--- config.mk ---
export PLATFORM = sky130hd
export DESIGN_NAME = byte_stream_lexical_scanner_flat
export DESIGN_NICKNAME = d
export VERILOG_FILES = /design/src/rtl/bsls_pkg.sv /design/src/rtl/bsls_if.sv /design/src/rtl/bsls_scan.sv /design/src/rtl/bsls_fifo.sv /design/src/rtl/byte_stream_lexical_scanner.sv /design/src/flat_wrapper.sv
export SDC_FILE = /design/constraint.sdc
export NUM_CORES = 1
export LEC_CHECK = 0
export ABC_AREA = 1
export BUFFER_PORTS_ARGS = -buffer_cell sky130_fd_sc_hd__buf_4
export CORE_ASPECT_RATIO = 1.75
export CORE_MARGIN = 4
export CORE_UTILIZATION = 50
export CTS_CLUSTER_DIAMETER = 200
export CTS_CLUSTER_SIZE = 12
export DETAILED_ROUTE_END_ITERATION = 12
export PLACE_DENSITY_LB_ADDON = 0.3
export SLEW_MARGIN = 20
export SYNTH_ARGS = -nofsm -noshare
export SYNTH_HDL_FRONTEND = slang
export SYNTH_SLANG_ARGS = --single-unit
--- constraint.sdc ---
create_clock -name clk -period 11.45 [get_ports clk]
set_clock_uncertainty 0.05 [all_clocks]
set_input_delay 1.7175 -clock clk [delete_from_list [all_inputs] [get_ports clk]]
set_output_delay 1.7175 -clock clk [all_outputs]
set_load 0.1 [all_outputs]
--- src/rtl/bsls_pkg.sv ---
// Shared types, character codes, token kinds and keyword tables for the lexical scanner.
package bsls_pkg;

  localparam int MAX_TOKEN_LEN_DEF = 255;
  localparam int RES_DEPTH         = 4;

  // open token class
  localparam logic [1:0] CLS_NONE    = 2'd0;
  localparam logic [1:0] CLS_NUMBER  = 2'd1;
  localparam logic [1:0] CLS_WORD    = 2'd2;
  localparam logic [1:0] CLS_COMMENT = 2'd3;

  localparam logic [3:0] ALL_WORDS = 4'hf;

  typedef logic [4:0] kind_t;

  localparam kind_t KIND_LPAREN   = 5'd0;
  localparam kind_t KIND_RPAREN   = 5'd1;
  localparam kind_t KIND_LBRACKET = 5'd2;
  localparam kind_t KIND_RBRACKET = 5'd3;
  localparam kind_t KIND_LBRACE   = 5'd4;
  localparam kind_t KIND_RBRACE   = 5'd5;
  localparam kind_t KIND_SEMI     = 5'd6;
  localparam kind_t KIND_COMMA    = 5'd7;
  localparam kind_t KIND_PLUS     = 5'd8;
  localparam kind_t KIND_INC      = 5'd9;
  localparam kind_t KIND_MINUS    = 5'd10;
  localparam kind_t KIND_DEC      = 5'd11;
  localparam kind_t KIND_MUL      = 5'd12;
  localparam kind_t KIND_DIV      = 5'd13;
  localparam kind_t KIND_MOD      = 5'd14;
  localparam kind_t KIND_GT       = 5'd15;
  localparam kind_t KIND_GE       = 5'd16;
  localparam kind_t KIND_LT       = 5'd17;
  localparam kind_t KIND_LE       = 5'd18;
  localparam kind_t KIND_EQEQ     = 5'd19;
  localparam kind_t KIND_ASSIGN   = 5'd20;
  localparam kind_t KIND_COMMENT  = 5'd21;
  localparam kind_t KIND_INT      = 5'd22;
  localparam kind_t KIND_FLOAT    = 5'd23;
  localparam kind_t KIND_KW_BASE  = 5'd24;
  localparam kind_t KIND_IDENT    = 5'd28;
  localparam kind_t KIND_UNKNOWN  = 5'd29;

  localparam logic [7:0] CH_NUL      = 8'h00;
  localparam logic [7:0] CH_TAB      = 8'h09;
  localparam logic [7:0] CH_NL       = 8'h0a;
  localparam logic [7:0] CH_SPACE    = 8'h20;
  localparam logic [7:0] CH_PERCENT  = 8'h25;
  localparam logic [7:0] CH_LPAREN   = 8'h28;
  localparam logic [7:0] CH_RPAREN   = 8'h29;
  localparam logic [7:0] CH_STAR     = 8'h2a;
  localparam logic [7:0] CH_PLUS     = 8'h2b;
  localparam logic [7:0] CH_COMMA    = 8'h2c;
  localparam logic [7:0] CH_MINUS    = 8'h2d;
  localparam logic [7:0] CH_DOT      = 8'h2e;
  localparam logic [7:0] CH_SLASH    = 8'h2f;
  localparam logic [7:0] CH_SEMI     = 8'h3b;
  localparam logic [7:0] CH_LT       = 8'h3c;
  localparam logic [7:0] CH_EQ       = 8'h3d;
  localparam logic [7:0] CH_GT       = 8'h3e;
  localparam logic [7:0] CH_LBRACKET = 8'h5b;
  localparam logic [7:0] CH_RBRACKET = 8'h5d;
  localparam logic [7:0] CH_LBRACE   = 8'h7b;
  localparam logic [7:0] CH_RBRACE   = 8'h7d;

  // Alphabet, AND, case, Collection
  localparam int KW_LEN [4] = '{8, 3, 4, 10};
  localparam logic [7:0] KW_CHAR [4][10] = '{
    '{8'h41, 8'h6c, 8'h70, 8'h68, 8'h61, 8'h62, 8'h65, 8'h74, 8'h00, 8'h00},
    '{8'h41, 8'h4e, 8'h44, 8'h00, 8'h00, 8'h00, 8'h00, 8'h00, 8'h00, 8'h00},
    '{8'h63, 8'h61, 8'h73, 8'h65, 8'h00, 8'h00, 8'h00, 8'h00, 8'h00, 8'h00},
    '{8'h43, 8'h6f, 8'h6c, 8'h6c, 8'h65, 8'h63, 8'h74, 8'h69, 8'h6f, 8'h6e}
  };

  typedef struct packed {
    kind_t      kind;
    logic [7:0] length;
    logic       last;
  } res_item_t;

  // up to two results from one byte, item0 first
  typedef struct packed {
    logic [1:0] cnt;
    res_item_t  item1;
    res_item_t  item0;
  } res_set_t;

  function automatic res_set_t push_res(res_set_t r, kind_t k, logic [7:0] l);
    res_set_t o;
    o = r;
    if (r.cnt == 2'd0) begin
      o.item0 = '{kind: k, length: l, last: 1'b0};
      o.cnt   = 2'd1;
    end else if (r.cnt == 2'd1) begin
      o.item1 = '{kind: k, length: l, last: 1'b0};
      o.cnt   = 2'd2;
    end
    return o;
  endfunction

  function automatic kind_t single_kind(logic [7:0] op);
    kind_t k;
    case (op)
      CH_PLUS:  k = KIND_PLUS;
      CH_MINUS: k = KIND_MINUS;
      CH_SLASH: k = KIND_DIV;
      CH_GT:    k = KIND_GT;
      CH_LT:    k = KIND_LT;
      CH_EQ:    k = KIND_ASSIGN;
      default:  k = KIND_UNKNOWN;
    endcase
    return k;
  endfunction

  function automatic logic is_digit(logic [7:0] c);
    return c inside {[8'h30:8'h39]};
  endfunction

  function automatic logic is_letter(logic [7:0] c);
    return c inside {[8'h41:8'h5a], [8'h61:8'h7a]};
  endfunction

  function automatic logic is_space(logic [7:0] c);
    return c inside {CH_SPACE, CH_TAB, CH_NL, CH_NUL};
  endfunction

  // keyword k still matches with character c at position pos
  function automatic logic kw_match(int k, int pos, logic [7:0] c);
    logic [3:0] p;
    p = pos[3:0];
    if (pos >= KW_LEN[k]) return 1'b0;
    return KW_CHAR[k][p] == c;
  endfunction

endpackage

--- src/rtl/bsls_if.sv ---
// Valid/ready channel interfaces for source bytes and token results.
interface bsls_in_if;
  logic       valid;
  logic       ready;
  logic [7:0] text_byte;
  logic       end_of_text;

  modport source (output valid, text_byte, end_of_text, input ready);
  modport sink (input valid, text_byte, end_of_text, output ready);
endinterface

interface bsls_out_if;
  logic       valid;
  logic       ready;
  logic [4:0] token_kind;
  logic [7:0] token_length;
  logic       last_of_run;

  modport source (output valid, token_kind, token_length, last_of_run, input ready);
  modport sink (input valid, token_kind, token_length, last_of_run, output ready);
endinterface

--- src/rtl/bsls_scan.sv ---
// Byte input register and scanner state with its single-pass next-state logic.
module bsls_scan #(
  parameter int MAX_TOKEN_LEN = bsls_pkg::MAX_TOKEN_LEN_DEF
) (
  input  logic                clk,
  input  logic                rst_n,
  bsls_in_if.sink             in_ch,
  input  logic                room,
  output bsls_pkg::res_set_t  res
);

  localparam int LEN_W = $clog2(MAX_TOKEN_LEN + 1);

  typedef logic [LEN_W-1:0] len_t;

  typedef struct packed {
    logic [1:0] cls;
    len_t       len;
    logic       per;
    logic [3:0] cand;
    logic [7:0] pend;
  } scan_st_t;

  typedef struct packed {
    scan_st_t           st;
    bsls_pkg::res_set_t res;
  } step_t;

  localparam scan_st_t ST_RESET = '{
    cls: bsls_pkg::CLS_NONE, len: '0, per: 1'b0, cand: bsls_pkg::ALL_WORDS, pend: 8'h00
  };

  logic       in_vld_r;
  logic [7:0] byte_r;
  logic       end_r;
  scan_st_t   st_r;
  scan_st_t   st_nxt;
  step_t      step;
  logic       go;

  function automatic logic [7:0] sat8(len_t l);
    if (32'(l) > 32'd255) return 8'hff;
    return 8'(l);
  endfunction

  function automatic step_t emit(step_t t, bsls_pkg::kind_t k, logic [7:0] l);
    step_t o;
    o = t;
    o.res = bsls_pkg::push_res(t.res, k, l);
    return o;
  endfunction

  function automatic step_t bump(step_t t);
    step_t o;
    o = t;
    if (32'(t.st.len) < MAX_TOKEN_LEN) o.st.len = t.st.len + len_t'(1);
    return o;
  endfunction

  function automatic step_t track(step_t t, logic [7:0] c, int pos);
    step_t o;
    o = t;
    for (int k = 0; k < 4; k++) begin
      if (!bsls_pkg::kw_match(k, pos, c)) o.st.cand[k] = 1'b0;
    end
    return o;
  endfunction

  function automatic step_t close_open(step_t t);
    step_t           o;
    bsls_pkg::kind_t k;
    o = t;
    k = bsls_pkg::KIND_IDENT;
    case (t.st.cls)
      bsls_pkg::CLS_NUMBER: begin
        o = emit(o, t.st.per ? bsls_pkg::KIND_FLOAT : bsls_pkg::KIND_INT, sat8(t.st.len));
      end
      bsls_pkg::CLS_WORD: begin
        for (int i = 0; i < 4; i++) begin
          if (t.st.cand[i] && 32'(t.st.len) == bsls_pkg::KW_LEN[i])
            k = bsls_pkg::KIND_KW_BASE + 5'(i);
        end
        o = emit(o, k, sat8(t.st.len));
      end
      bsls_pkg::CLS_COMMENT: begin
        o = emit(o, bsls_pkg::KIND_COMMENT, sat8(t.st.len));
      end
      default: ;
    endcase
    o.st.cls  = bsls_pkg::CLS_NONE;
    o.st.len  = '0;
    o.st.per  = 1'b0;
    o.st.cand = bsls_pkg::ALL_WORDS;
    return o;
  endfunction

  function automatic step_t fresh(step_t t, logic [7:0] c);
    step_t o;
    o = t;
    case (c)
      bsls_pkg::CH_LPAREN:   o = emit(o, bsls_pkg::KIND_LPAREN, 8'd1);
      bsls_pkg::CH_RPAREN:   o = emit(o, bsls_pkg::KIND_RPAREN, 8'd1);
      bsls_pkg::CH_LBRACKET: o = emit(o, bsls_pkg::KIND_LBRACKET, 8'd1);
      bsls_pkg::CH_RBRACKET: o = emit(o, bsls_pkg::KIND_RBRACKET, 8'd1);
      bsls_pkg::CH_LBRACE:   o = emit(o, bsls_pkg::KIND_LBRACE, 8'd1);
      bsls_pkg::CH_RBRACE:   o = emit(o, bsls_pkg::KIND_RBRACE, 8'd1);
      bsls_pkg::CH_SEMI:     o = emit(o, bsls_pkg::KIND_SEMI, 8'd1);
      bsls_pkg::CH_COMMA:    o = emit(o, bsls_pkg::KIND_COMMA, 8'd1);
      bsls_pkg::CH_STAR:     o = emit(o, bsls_pkg::KIND_MUL, 8'd1);
      bsls_pkg::CH_PERCENT:  o = emit(o, bsls_pkg::KIND_MOD, 8'd1);
      bsls_pkg::CH_PLUS, bsls_pkg::CH_MINUS, bsls_pkg::CH_SLASH, bsls_pkg::CH_GT,
      bsls_pkg::CH_LT, bsls_pkg::CH_EQ, bsls_pkg::CH_DOT: begin
        o.st.pend = c;
      end
      default: begin
        if (bsls_pkg::is_space(c)) begin
          o = t;
        end else if (bsls_pkg::is_digit(c)) begin
          o.st.cls = bsls_pkg::CLS_NUMBER;
          o.st.len = len_t'(1);
          o.st.per = 1'b0;
        end else if (bsls_pkg::is_letter(c)) begin
          o.st.cls  = bsls_pkg::CLS_WORD;
          o.st.len  = len_t'(1);
          o.st.cand = bsls_pkg::ALL_WORDS;
          o = track(o, c, 0);
        end else begin
          o = emit(o, bsls_pkg::KIND_UNKNOWN, 8'd1);
        end
      end
    endcase
    return o;
  endfunction

  function automatic step_t resolve(step_t t, logic [7:0] c);
    step_t      o;
    logic [7:0] op;
    o  = t;
    op = t.st.pend;
    o.st.pend = 8'h00;
    if (op == bsls_pkg::CH_PLUS && c == bsls_pkg::CH_PLUS) begin
      o = emit(o, bsls_pkg::KIND_INC, 8'd2);
    end else if (op == bsls_pkg::CH_MINUS && c == bsls_pkg::CH_MINUS) begin
      o = emit(o, bsls_pkg::KIND_DEC, 8'd2);
    end else if (op == bsls_pkg::CH_GT && c == bsls_pkg::CH_EQ) begin
      o = emit(o, bsls_pkg::KIND_GE, 8'd2);
    end else if (op == bsls_pkg::CH_LT && c == bsls_pkg::CH_EQ) begin
      o = emit(o, bsls_pkg::KIND_LE, 8'd2);
    end else if (op == bsls_pkg::CH_EQ && c == bsls_pkg::CH_EQ) begin
      o = emit(o, bsls_pkg::KIND_EQEQ, 8'd2);
    end else if (op == bsls_pkg::CH_SLASH && c == bsls_pkg::CH_SLASH) begin
      o.st.cls = bsls_pkg::CLS_COMMENT;
      o.st.len = len_t'(2);
    end else if (op == bsls_pkg::CH_DOT && bsls_pkg::is_digit(c)) begin
      o.st.cls = bsls_pkg::CLS_NUMBER;
      o.st.len = len_t'(2);
      o.st.per = 1'b1;
    end else begin
      o = emit(o, bsls_pkg::single_kind(op), 8'd1);
      o = fresh(o, c);
    end
    return o;
  endfunction

  assign go          = in_vld_r && room;
  assign in_ch.ready = !in_vld_r || room;

  always_comb begin
    step.st  = st_r;
    step.res = '0;
    case (st_r.cls)
      bsls_pkg::CLS_COMMENT: begin
        if (byte_r == bsls_pkg::CH_NL || byte_r == bsls_pkg::CH_NUL) step = close_open(step);
        else step = bump(step);
      end
      bsls_pkg::CLS_NUMBER: begin
        if (bsls_pkg::is_digit(byte_r)) begin
          step = bump(step);
        end else if (byte_r == bsls_pkg::CH_DOT && !st_r.per) begin
          step.st.per = 1'b1;
          step = bump(step);
        end else begin
          step = close_open(step);
          step = fresh(step, byte_r);
        end
      end
      bsls_pkg::CLS_WORD: begin
        if (bsls_pkg::is_letter(byte_r) || bsls_pkg::is_digit(byte_r)) begin
          step = track(step, byte_r, 32'(st_r.len));
          step = bump(step);
        end else begin
          step = close_open(step);
          step = fresh(step, byte_r);
        end
      end
      default: begin
        if (st_r.pend != 8'h00) step = resolve(step, byte_r);
        else step = fresh(step, byte_r);
      end
    endcase

    // end flag flushes whatever is open or pending
    if (end_r) begin
      if (step.st.cls != bsls_pkg::CLS_NONE) step = close_open(step);
      if (step.st.pend != 8'h00)
        step = emit(step, bsls_pkg::single_kind(step.st.pend), 8'd1);
      step.st = ST_RESET;
    end

    if (step.res.cnt == 2'd1) step.res.item0.last = 1'b1;
    else if (step.res.cnt == 2'd2) step.res.item1.last = 1'b1;
  end

  assign st_nxt = step.st;

  always_comb begin
    res = step.res;
    if (!go) res.cnt = 2'd0;
  end

  always_ff @(posedge clk) begin
    if (!rst_n) begin
      in_vld_r <= 1'b0;
      st_r     <= ST_RESET;
    end else begin
      if (in_ch.ready) in_vld_r <= in_ch.valid;
      if (go) st_r <= st_nxt;
    end
  end

  always_ff @(posedge clk) begin
    if (in_ch.valid && in_ch.ready) begin
      byte_r <= in_ch.text_byte;
      end_r  <= in_ch.end_of_text;
    end
  end

  // an end beat leaves the scanner in its reset state
  a_end_clears: assert property (@(posedge clk) disable iff (!rst_n)
    go && end_r |=> st_r.cls == bsls_pkg::CLS_NONE && st_r.pend == 8'h00 && st_r.len == '0)
    else $error("scanner state not cleared after end beat");

  // an open token and a pending operator never coexist
  a_open_no_pend: assert property (@(posedge clk) disable iff (!rst_n)
    st_r.cls != bsls_pkg::CLS_NONE |-> st_r.pend == 8'h00)
    else $error("pending operator while a token is open");

  a_idle_len: assert property (@(posedge clk) disable iff (!rst_n)
    st_r.cls == bsls_pkg::CLS_NONE |-> st_r.len == '0 && !st_r.per)
    else $error("stale length or period with no open token");

endmodule

--- src/rtl/bsls_fifo.sv ---
// Result queue: takes up to two tokens a cycle, hands out one per beat.
module bsls_fifo (
  input  logic               clk,
  input  logic               rst_n,
  input  bsls_pkg::res_set_t push,
  output logic               room,
  bsls_out_if.source         out_ch
);

  localparam int PTR_W = $clog2(bsls_pkg::RES_DEPTH);

  bsls_pkg::res_item_t mem_r [bsls_pkg::RES_DEPTH];
  logic [PTR_W-1:0]    wr_ptr_r;
  logic [PTR_W-1:0]    rd_ptr_r;
  logic [PTR_W:0]      count_r;
  logic [PTR_W:0]      count_nxt;
  logic                pop;

  assign pop       = out_ch.valid && out_ch.ready;
  assign room      = count_r <= (PTR_W+1)'(bsls_pkg::RES_DEPTH - 2);
  assign count_nxt = count_r + (PTR_W+1)'(push.cnt) - (PTR_W+1)'(pop);

  assign out_ch.valid        = count_r != '0;
  assign out_ch.token_kind   = mem_r[rd_ptr_r].kind;
  assign out_ch.token_length = mem_r[rd_ptr_r].length;
  assign out_ch.last_of_run  = mem_r[rd_ptr_r].last;

  always_ff @(posedge clk) begin
    if (push.cnt != 2'd0) mem_r[wr_ptr_r] <= push.item0;
    if (push.cnt == 2'd2) mem_r[wr_ptr_r + PTR_W'(1)] <= push.item1;
  end

  always_ff @(posedge clk) begin
    if (!rst_n) begin
      wr_ptr_r <= '0;
      rd_ptr_r <= '0;
      count_r  <= '0;
    end else begin
      wr_ptr_r <= wr_ptr_r + PTR_W'(push.cnt);
      if (pop) rd_ptr_r <= rd_ptr_r + PTR_W'(1);
      count_r <= count_nxt;
    end
  end

  a_no_overflow: assert property (@(posedge clk) disable iff (!rst_n)
    count_r <= (PTR_W+1)'(bsls_pkg::RES_DEPTH))
    else $error("result queue overflow");

  a_last_flag: assert property (@(posedge clk) disable iff (!rst_n)
    push.cnt == 2'd2 |-> !push.item0.last && push.item1.last)
    else $error("last_of_run not on final token of a byte");

endmodule

--- src/rtl/byte_stream_lexical_scanner.sv ---
// A token is offered on out_ch after the byte beat that completes it passes the input
// register, then the result queue, and waits longer while the queue has no room.
// Throughput: one byte per cycle while the four-entry result queue holds two or fewer
// tokens; out_ch drains one token per cycle while ready, so two-token bytes set the pace.
// Reset (rst_n low, synchronous): no token open, nothing pending, keyword candidates
// all set, result queue empty.
// Top level of the byte stream lexical scanner.
module byte_stream_lexical_scanner #(
  parameter int MAX_TOKEN_LEN = bsls_pkg::MAX_TOKEN_LEN_DEF
) (
  input  logic        clk,
  input  logic        rst_n,
  bsls_in_if.sink     in_ch,
  bsls_out_if.source  out_ch
);

  bsls_pkg::res_set_t res;
  logic               room;

  bsls_scan #(
    .MAX_TOKEN_LEN (MAX_TOKEN_LEN)
  ) u_scan (
    .clk   (clk),
    .rst_n (rst_n),
    .in_ch (in_ch),
    .room  (room),
    .res   (res)
  );

  bsls_fifo u_fifo (
    .clk    (clk),
    .rst_n  (rst_n),
    .push   (res),
    .room   (room),
    .out_ch (out_ch)
  );

endmodule
--- src/flat_wrapper.sv ---
// flat-port wrapper written by rule: the top's interface ports become plain ports
module byte_stream_lexical_scanner_flat 
#(
  parameter int MAX_TOKEN_LEN = bsls_pkg::MAX_TOKEN_LEN_DEF
)
  (clk, rst_n, in_ch_valid, in_ch_text_byte, in_ch_end_of_text, in_ch_ready, out_ch_valid, out_ch_token_kind, out_ch_token_length, out_ch_last_of_run, out_ch_ready);
  bsls_in_if in_ch_i ();
  bsls_out_if out_ch_i ();
  input  logic clk;
  input  logic rst_n;
  input wire logic [$bits(in_ch_i.valid)-1:0] in_ch_valid;
  input wire logic [$bits(in_ch_i.text_byte)-1:0] in_ch_text_byte;
  input wire logic [$bits(in_ch_i.end_of_text)-1:0] in_ch_end_of_text;
  output wire logic [$bits(in_ch_i.ready)-1:0] in_ch_ready;
  output wire logic [$bits(out_ch_i.valid)-1:0] out_ch_valid;
  output wire logic [$bits(out_ch_i.token_kind)-1:0] out_ch_token_kind;
  output wire logic [$bits(out_ch_i.token_length)-1:0] out_ch_token_length;
  output wire logic [$bits(out_ch_i.last_of_run)-1:0] out_ch_last_of_run;
  input wire logic [$bits(out_ch_i.ready)-1:0] out_ch_ready;
  assign in_ch_i.valid = in_ch_valid;
  assign in_ch_i.text_byte = in_ch_text_byte;
  assign in_ch_i.end_of_text = in_ch_end_of_text;
  assign in_ch_ready = in_ch_i.ready;
  assign out_ch_valid = out_ch_i.valid;
  assign out_ch_token_kind = out_ch_i.token_kind;
  assign out_ch_token_length = out_ch_i.token_length;
  assign out_ch_last_of_run = out_ch_i.last_of_run;
  assign out_ch_i.ready = out_ch_ready;
  byte_stream_lexical_scanner #(.MAX_TOKEN_LEN(MAX_TOKEN_LEN)) u_core (.clk(clk), .rst_n(rst_n), .in_ch(in_ch_i), .out_ch(out_ch_i));
endmodule
==> results of run 1 <==
-- logic make-up after synthesis --
| logic type | after synthesis |
|---|---|
| and+or+nand+nor | 796 |
| xor gates and xnor gates | 20 |
| DFF | 98 |
| AOI/OAI and AO/OA | 186 |
| buffers and inverters | 179 |
| adders and majority gates | 17 |
-- per-layer routing --
metal	global-route usage (%)	wire length, um	part of all wire (%)	up-vias
li1	-	-	-	4254
met1	27.6	9470	35	3951
met2	53.3	13900	52	390
met3	3.77	1340	5.0	121
met4	21.8	2070	7.7	0
met5	0	0	0	-
-- state kept, by name, summed over array words and instances (netlist names), named ones only --
name / count
u_core.u_scan.st_r: 23
u_core.u_scan.byte_r: 8
u_core.u_fifo.rd_ptr_r: 2
u_core.u_scan.in_vld_r: 1
u_core.u_fifo.count_r: 3
u_core.u_fifo.wr_ptr_r: 2
u_core.u_scan.end_r: 1
u_core.u_fifo.mem_r: 56
-- cell usage after synthesis, drive strengths merged --
| cell type | number |
|---|---|
| a21boi | 1 |
| a21oi | 51 |
| a221oi | 1 |
| a22oi | 2 |
| a31oi | 3 |
| buf | 19 |
| clkbuf | 24 |
| clkinv | 3 |
| dfxtp | 33 |
| edfxtp | 65 |
| fa | 1 |
| ha | 16 |
| inv | 133 |
| nand2 | 448 |
| nand3 | 110 |
| nand3b | 8 |
| nand4 | 26 |
| nor2 | 180 |
| nor3 | 20 |
| nor4 | 1 |
| o211ai | 13 |
| o21a | 1 |
| o21ai | 87 |
| o21bai | 1 |
| o22ai | 18 |
| o311ai | 1 |
| o31ai | 1 |
| o32ai | 6 |
| or2 | 3 |
| xnor2 | 2 |
| xor2 | 18 |
-- per-stage QoR --
stage	util (%)	hold slack (ns)	cell area (sq um)	setup slack, ns	total power, mW
floorplan	-	0.386	8310	7.28	1.01
global placement	52.5	0.403	8590	6.59	1.16
detailed placement	52.5	0.408	8590	6.56	1.17
CTS	54.5	0.419	8920	6.53	1.52
global route	54.5	0.447	8920	5.98	1.60
finish	54.5	0.420	8920	6.46	1.52
-- area by class of cell --
type | instances | area, sq um
clock buffer | 9 | 225
clock inverter | 7 | 106
fill | 1671 | 7440
inverter | 136 | 513
multi-input combinational | 1019 | 4950
sequential | 98 | 2610
tap | 224 | 280
timing repair buffer | 32 | 240
-- critical path, cell delays in order (launching register included) --
cell	delay, ns
edfxtp_1	0.61
inv_4	0.21
nand2_1	0.11
nor2_1	0.19
a21oi_1	0.12
nand2_2	0.13
nand2_2	0.18
nor2_4	0.22
nand2_4	0.17
nand2_1	0.14
nand3_1	0.08
nand2_1	0.14
inv_1	0.10
ha_1	0.23
inv_1	0.15
nor2_4	0.08
inv_2	0.06
o21ai_2	0.07
ha_1	0.28
inv_1	0.04
nand2_1	0.07
nand3_2	0.12
nand2_4	0.16
nand4_4	0.25
nand2_1	0.65
-- how the worst max path moves through the flow --
stage	startpoint	endpoint	slack, ns	cells after the start
2_1_floorplan	u_core.u_scan.byte_r[2]	u_core.u_fifo.count_r[2]	7.28	29
3_3_place_gp	u_core.u_scan.byte_r[0]	u_core.u_fifo.count_r[2]	6.59	27
3_5_place_dp	u_core.u_scan.byte_r[1]	u_core.u_fifo.mem_r[1][3]	6.56	25
4_1_cts	u_core.u_scan.byte_r[0]	u_core.u_fifo.mem_r[2][5]	6.53	24
5_1_grt	u_core.u_scan.byte_r[1]	u_core.u_fifo.mem_r[2][5]	5.98	24
6_report	u_core.u_scan.byte_r[0]	u_core.u_fifo.mem_r[1][2]	6.46	24
-- power groups by stage --
stage               logic [mW]  registers [mW]  clock network (mW)
global route             0.774           0.457               0.365
floorplan                0.565           0.449                   0
detailed placement       0.709           0.461                   0
finish                   0.715           0.453               0.350
global placement         0.698           0.460                   0
CTS                      0.713           0.453               0.350
==> run summary, run 1 <==
first-pass GRT wire length - 42,200 um
initial DRC count - 650
routability congestion estimate - 1.01
CTS tree - built
Core Area - 0.0164 sq mm
Clock transition at path regs - 0.08 ns
DR WL/cell - 17.6 um
drt pass-1 iters - 5
synthesized-area fraction occupied by xor and xnor cells - 2.11%
fin crit period - 4.99 ns
Comb power frac - 47.1%
PostCTS Resize Cnt - 0
initial antenna violation count - 0
Non-Filler Instances - 1,525
final hold violation count - 0
IO buf count - 28
GR Util All Layers - 28.4%
HP Class - register to register
reg-to-reg setup timing slack - 6.46 ns
worst hold stages - 2
min-delay src - u_core.u_scan.st_r[12]
Power Internal - 0.800 mW
largest net degree at the start of global routing - 30
clk root buf - clkbuf_16
leak pwr - 4.11 nW
Sw Pwr - 0.718 mW
Max-cap violations - 0
R2R depth - 24
setup bufs post-CTS - 0
Peak Freq - 200 MHz
Synth area leader - edfxtp_1
fin nets - 1,326
sw frac - 47.3%
most common library cell in the layout ignoring fill and taps - nand2_1
Critical Path End Type - register
I/O pin count - 29
Crit Path Class - register to register
Compound-Gate Fraction of Synth Area - 12.6%
Crit Path Max Fanout - 18
synth top area cells - edfxtp_1, nand2_1, dfxtp_1
Slew Limit Headroom - 22.4%
Reg-to-Reg End - u_core.u_fifo.mem_r[1][2]
Synth Register Bits - 98
Setup Viol. Count Final - 0
Die ar. - 0.0188 sq mm
WP data arrival - 4.93 ns
Starting Density - 50.8%
pwr/cell area - 170 mW/mm^2
commonest cells after routing, fill and taps aside - nand2_1, nor2_1, inv_1, nand3_1, o21ai_0
Die X - 105 um
grt total ovfl - 0
Area growth syn-to-layout - 7.42%
via count - 8,716
clk sinks - 98
drt drc - 0
routed wire length - 26,800 um
Hold EP - u_core.u_scan.st_r[12]
synth unique cells - 46
Mean Syn Cell Area - 6.41 sq um
diode count - 0
largest family of logic cells by synthesized area - simple AND/OR/NAND/NOR gates
sequential share of power - 29.9%
fin. max-slew vios - 0
Mapped Area - 0.00831 sq mm
Clk pwr share - 23.0%
Post-Synth Adder-Cell Area - 2.65%
Skew-Pair Late Insertion Delay - 0.36 ns
DIE HEIGHT - 179 um
H-Tree Depth - 3
Setup TNS - 0 ns
post-DP HPWL - 21,600 um
vias in the first global route - 8,510
status - complete, no violations
RSZ-0062 raised after global routing - no
post-synth top area share - 23.5%
mux cell area share after synthesis - 0%
number of hold buffers added after cts - 0
Slew @ Worst Pin - 1.16 ns
net count after synthesis - 1,326
Worst EP required - 11.39 ns
Std-Cell Rows - 62
post-synthesis sequential area ratio - 31.4%
Num CTS Buffers - 9
Synth warnings - 0
Worst setup SP type - register
clk buf depth - 2
R2R Path Start - u_core.u_scan.byte_r[0]
VDD IR max - 0.101 mV
Vias per Instance - 5.72
Antenna Nets Post-Route - 0
final cycle utilization of the critical path - 43.6%
layout cells sized above 1 - 9.68%
Post-Synthesis Cells - 1,296
Inst Count DP - 1,509
simple-gate portion of the synthesized area - 42.2%
No activity file was read; power rests on OpenSTA's default activity.
==> run 2, diff against run 1 <==
==> constraint.sdc (replaced) <==
create_clock -name clk -period 4.29 [get_ports clk]
set_clock_uncertainty 0.05 [all_clocks]
set_input_delay 0.6435 -clock clk [delete_from_list [all_inputs] [get_ports clk]]
set_output_delay 0.6435 -clock clk [all_outputs]
set_load 0.1 [all_outputs]
==> run 2 against run 1 <==
Effect of this change: sequential cell count unchanged; largest cell class unchanged; critical path depth increased by 8; non-clock buffer count increased by 62; critical endpoint is now u_core.u_fifo.count_r[2]; design area increased by 7.2%; wire length increased by 1.1%.
==> run summary, run 2 (synthesized netlist as in run 1, its figures left out) <==
commonest cells after routing, fill and taps aside - nand2_1, nor2_1, inv_1, nand3_1, buf_4
drt pass-1 iters - 6
clk buf depth - 2
clk root buf - clkbuf_16
drt drc - 0
Vias per Instance - 5.58
leak pwr - 4.44 nW
fin. max-slew vios - 0
GR Util All Layers - 29.2%
Num CTS Buffers - 9
pwr/cell area - 433 mW/mm^2
Core Area - 0.0164 sq mm
grt total ovfl - 0
register with the most flip-flops - u_core.u_fifo.mem_r
Non-Filler Instances - 1,587
diode count - 0
Die ar. - 0.0188 sq mm
fin crit period - 4.02 ns
max reg flops - 56
clk sinks - 98
final hold violation count - 0
Die X - 105 um
Peak Freq - 249 MHz
Setup TNS - 0 ns
DIE HEIGHT - 179 um
worst slack at placement - 0.0790 ns
Max-cap violations - 0
final cycle utilization of the critical path - 93.6%
Crit Path Class - register to register
Crit path top cell by count - nand2_1
Setup Viol. Count Final - 0
fin nets - 1,388
initial DRC count - 638
routed wire length - 27,100 um
IO buf count - 28
WHS - 0.404 ns
Starting Density - 50.8%
final core area utilization - 58.5%
CP max-delay cell - edfxtp_1
Area growth syn-to-layout - 15.2%
most common library cell in the layout ignoring fill and taps - nand2_1
Slew Limit Headroom - 37.7%
HP Class - input pin to register
I/O pin count - 29
initial antenna violation count - 0
Worst EP required - 4.45 ns
Critical Path End Type - register
Skew-Pair Late Insertion Delay - 0.36 ns
top flop regs - u_core.u_fifo.mem_r (56), u_core.u_scan.st_r (23), u_core.u_scan.byte_r (8)
VDD IR max - 0.365 mV
H-Tree Depth - 3
Clock transition at path regs - 0.07 ns
via count - 8,859
largest net degree at the start of global routing - 29
Max stage delay on crit path - 0.49 ns
routability congestion estimate - 1.05
vias in the first global route - 8,516
number of hold buffers added after cts - 0
post-DP HPWL - 21,900 um
status - complete, no violations
CTS tree - built
Std-Cell Rows - 62
WP data arrival - 4.18 ns
layout cells sized above 1 - 15.3%
first-pass GRT wire length - 43,300 um
Crit Path Max Fanout - 7
Worst setup SP type - register
Slew @ Worst Pin - 0.934 ns
slack of the critical path - 0.274 ns
Inst Count DP - 1,556
DR WL/cell - 17.1 um
Antenna Nets Post-Route - 0
## run 2: changes by cell type in the layout (fill, tap and decap cells not counted), moves of 2 or more
cell      change
clkbuf_1      +2
nor2_1        -6
ha_1          -2
nor2_4        +3
inv_2         +3
nand2_1       -8
nand2_2       +6
buf_12        +8
nand2_4       +2
inv_1         -3
nor2_2        +3
buf_4        +54
## run 2: power breakdown
part           switching, mW  leakage (nW)  internal (mW)
Clock                  0.371         0.151          0.516
Sequential            0.0584         0.867           1.14
Combinational           1.48          3.42          0.574
## run 2: critical path: cells and delay by family, from the launching register on
family / cells / cell delay (ns)
AO/OA/AOI/OAI: 2 / 0.15
XOR/XNOR: 1 / 0.17
buffers and inverters: 7 / 0.49
adder cells (fa/ha/maj): 4 / 0.99
flip-flops: 1 / 0.49
AND/OR/NAND/NOR: 18 / 1.55
## run 2: worst paths after layout
path                                           startpoint  slack, ns                         to  depth (start not counted)
worst min register to register  u_core.u_fifo.rd_ptr_r[1]       0.42  u_core.u_fifo.rd_ptr_r[1]                          2
worst max register to register    u_core.u_scan.byte_r[1]       0.27   u_core.u_fifo.count_r[2]                         32
worst min-delay path                   in_ch_text_byte[7]       0.40    u_core.u_scan.byte_r[7]                          1
worst max-delay path              u_core.u_scan.byte_r[1]       0.27   u_core.u_fifo.count_r[2]                         32
## run 2: metrics by stage
stage	power, mW	cell area [sq um]
final	4.15	9570
after global routing	4.38	9570
after CTS	4.09	9360
after detailed placement	3.21	9050
after global placement	3.18	9050
after floorplan	2.71	8310
## run 2: routing by layer
metal / share of wire, % / routed length [um] / global-route usage (%)
met1: 35 / 9550 / 29.1
met2: 53 / 14200 / 54.8
met3: 4.1 / 1120 / 3.11
met4: 8.1 / 2190 / 21.8
met5: 0 / 0 / 0
## run 2: cell type report
cell class | instances | area, sq um
fill | 1618 | 6800
timing repair buffer | 94 | 806
clock inverter | 5 | 85.1
tap | 224 | 280
inverter | 136 | 515
sequential | 98 | 2610
multi-input combinational | 1019 | 5040
clock buffer | 11 | 233
## run 2: what timing repair did
| action | 4_1_cts | 5_1_grt |
|---|---|---|
| endpoints found under the setup margin | 0 | 110 |
| buffers inserted | 0 | 15 |
| resized for setup | 0 | 29 |
==> run 3, diff against run 2 <==
--- a/config.mk
+++ b/config.mk
@@ -9,11 +9,12 @@
 export BUFFER_PORTS_ARGS = -buffer_cell sky130_fd_sc_hd__buf_4
 export CORE_ASPECT_RATIO = 1.75
 export CORE_MARGIN = 4
-export CORE_UTILIZATION = 50
+export CORE_UTILIZATION = 30
 export CTS_CLUSTER_DIAMETER = 200
 export CTS_CLUSTER_SIZE = 12
 export DETAILED_ROUTE_END_ITERATION = 12
 export PLACE_DENSITY_LB_ADDON = 0.3
+export SKIP_CTS_REPAIR_TIMING = 1
 export SLEW_MARGIN = 20
 export SYNTH_ARGS = -nofsm -noshare
 export SYNTH_HDL_FRONTEND = slang
==> run 3 against run 2 <==
Effect of this change: first-iteration DRC count grew 9.7%; worst setup slack worse by 0.082 ns; sequential power about the same; final cell count up 11%; global-route usage down 9.5 points; critical path depth decreased by 5; clock power fell by 1%; sequential share of layout area down 1.0 points; wire length grew 12%; sequential cell count unchanged; utilization is 22 points lower; combinational power up 2%.
==> run summary, run 3 (synthesized netlist as in run 1, its figures left out) <==
layout cells sized above 1 - 17.4%
max reg flops - 56
M2 GR Usage - 38.1%
Antenna Nets Post-Route - 0
Worst EP required - 4.47 ns
VDD IR max - 0.206 mV
CTS tree - built
vias in the first global route - 8,751
leak pwr - 4.56 nW
Max-cap violations - 0
final cycle utilization of the critical path - 95.5%
Num CTS Buffers - 9
placed cell area - 0.00937 sq mm
status - complete, no violations
Starting Density - 30.4%
Area growth syn-to-layout - 19.7%
Skew-Pair Late Insertion Delay - 0.38 ns
Max stage delay on crit path - 0.49 ns
slack of the critical path - 0.192 ns
grt total ovfl - 0
Power Internal - 2.20 mW
DR WL/cell - 17.2 um
DIE HEIGHT - 228 um
largest net degree at the start of global routing - 29
worst slack at placement - 0.0486 ns
R2R Path Start - u_core.u_scan.byte_r[4]
fin area - 0.00995 sq mm
via count - 8,878
HP Class - input pin to register
total chip power - 4.18 mW
fin. max-slew vios - 0
routed wire length - 30,300 um
commonest cells after routing, fill and taps aside - nand2_1, nor2_1, buf_4, inv_1, nand3_1
Clk pwr share - 20.9%
min-delay src - in_ch_text_byte[6]
Critical Path End Type - register
IO buf count - 28
initial DRC count - 700
clk buf depth - 2
Comb power frac - 50.3%
most common library cell in the layout ignoring fill and taps - nand2_1
H-Tree Depth - 3
Worst setup SP type - register
I/O pin count - 29
Std-Cell Rows - 80
Core Area - 0.0273 sq mm
sw frac - 47.3%
fin nets - 1,413
clk sinks - 98
busiest grt layer - met2
Slew @ Worst Pin - 0.971 ns
Peak Freq - 244 MHz
drt drc - 0
final core area utilization - 36.4%
drt pass-1 iters - 5
Crit path top cell by count - nand2_1
WHS - 0.385 ns
pwr/cell area - 420 mW/mm^2
Non-Filler Instances - 1,757
met3 Use GR - 2.54%
final hold violation count - 0
WP data arrival - 4.28 ns
Setup Viol. Count Final - 0
register with the most flip-flops - u_core.u_fifo.mem_r
top flop regs - u_core.u_fifo.mem_r (56), u_core.u_scan.st_r (23), u_core.u_scan.byte_r (8)
GRT met1 Usage - 17.9%
Slew Limit Headroom - 35.0%
Setup TNS - 0 ns
Clock transition at path regs - 0.08 ns
initial antenna violation count - 0
Vias per Instance - 5.05
Inst Count DP - 1,726
Crit Path Max Fanout - 5
first-pass GRT wire length - 46,900 um
GR Util All Layers - 19.7%
sequential share of power - 28.8%
post-DP HPWL - 24,500 um
Crit Path Class - register to register
diode count - 0
routability congestion estimate - 0.994
Sw Pwr - 1.98 mW
CP max-delay cell - edfxtp_1
fin crit period - 4.10 ns
Die X - 134 um
Die ar. - 0.0305 sq mm
clk root buf - clkbuf_16
CP Launch Point - u_core.u_scan.byte_r[4]
run 3: final cells by class:
type | instances | area [sq um]
Multi-Input combinational cell | 1019 | 5100
Inverter | 136 | 518
Tap cell | 369 | 462
Clock buffer | 9 | 225
Fill cell | 2971 | 17400
Timing Repair Buffer | 119 | 947
Sequential cell | 98 | 2610
Clock inverter | 7 | 82.6
run 3: power by group through the flow:
| stage | sequential [mW] | combinational [mW] | clock (mW) |
|---|---|---|---|
| 2_1_floorplan | 1.20 | 1.51 | 0 |
| 3_3_place_gp | 1.22 | 2.05 | 0 |
| 3_5_place_dp | 1.22 | 2.05 | 0 |
| 4_1_cts | 1.20 | 2.06 | 0.892 |
| 5_1_grt | 1.21 | 2.29 | 0.927 |
| 6_report | 1.20 | 2.10 | 0.875 |
run 3: final timing paths:
check,to,slack [ns],cells past startpoint
setup / recovery,u_core.u_fifo.count_r[2],0.19,27
hold / removal,u_core.u_scan.byte_r[6],0.38,1
setup reg to reg,u_core.u_fifo.count_r[2],0.19,27
hold reg to reg,register,0.42,2
run 3: per-layer routing:
| metal | vias to the layer above | routed length [um] |
|---|---|---|
| met3 | 120 | 789 |
| met4 | 0 | 2550 |
| met5 | - | 0 |
| met2 | 248 | 16700 |
| li1 | 4428 | - |
| met1 | 4082 | 10300 |
run 3: worst max-delay path, delay by kind of cell, from the launching register on:
kind | cells | cell delay (ns)
flip-flops | 1 | 0.49
XOR/XNOR | 1 | 0.17
AO/OA/AOI/OAI | 2 | 0.18
buffers and inverters | 4 | 0.37
AND/OR/NAND/NOR | 16 | 1.54
adder cells (fa/ha/maj) | 4 | 1.16
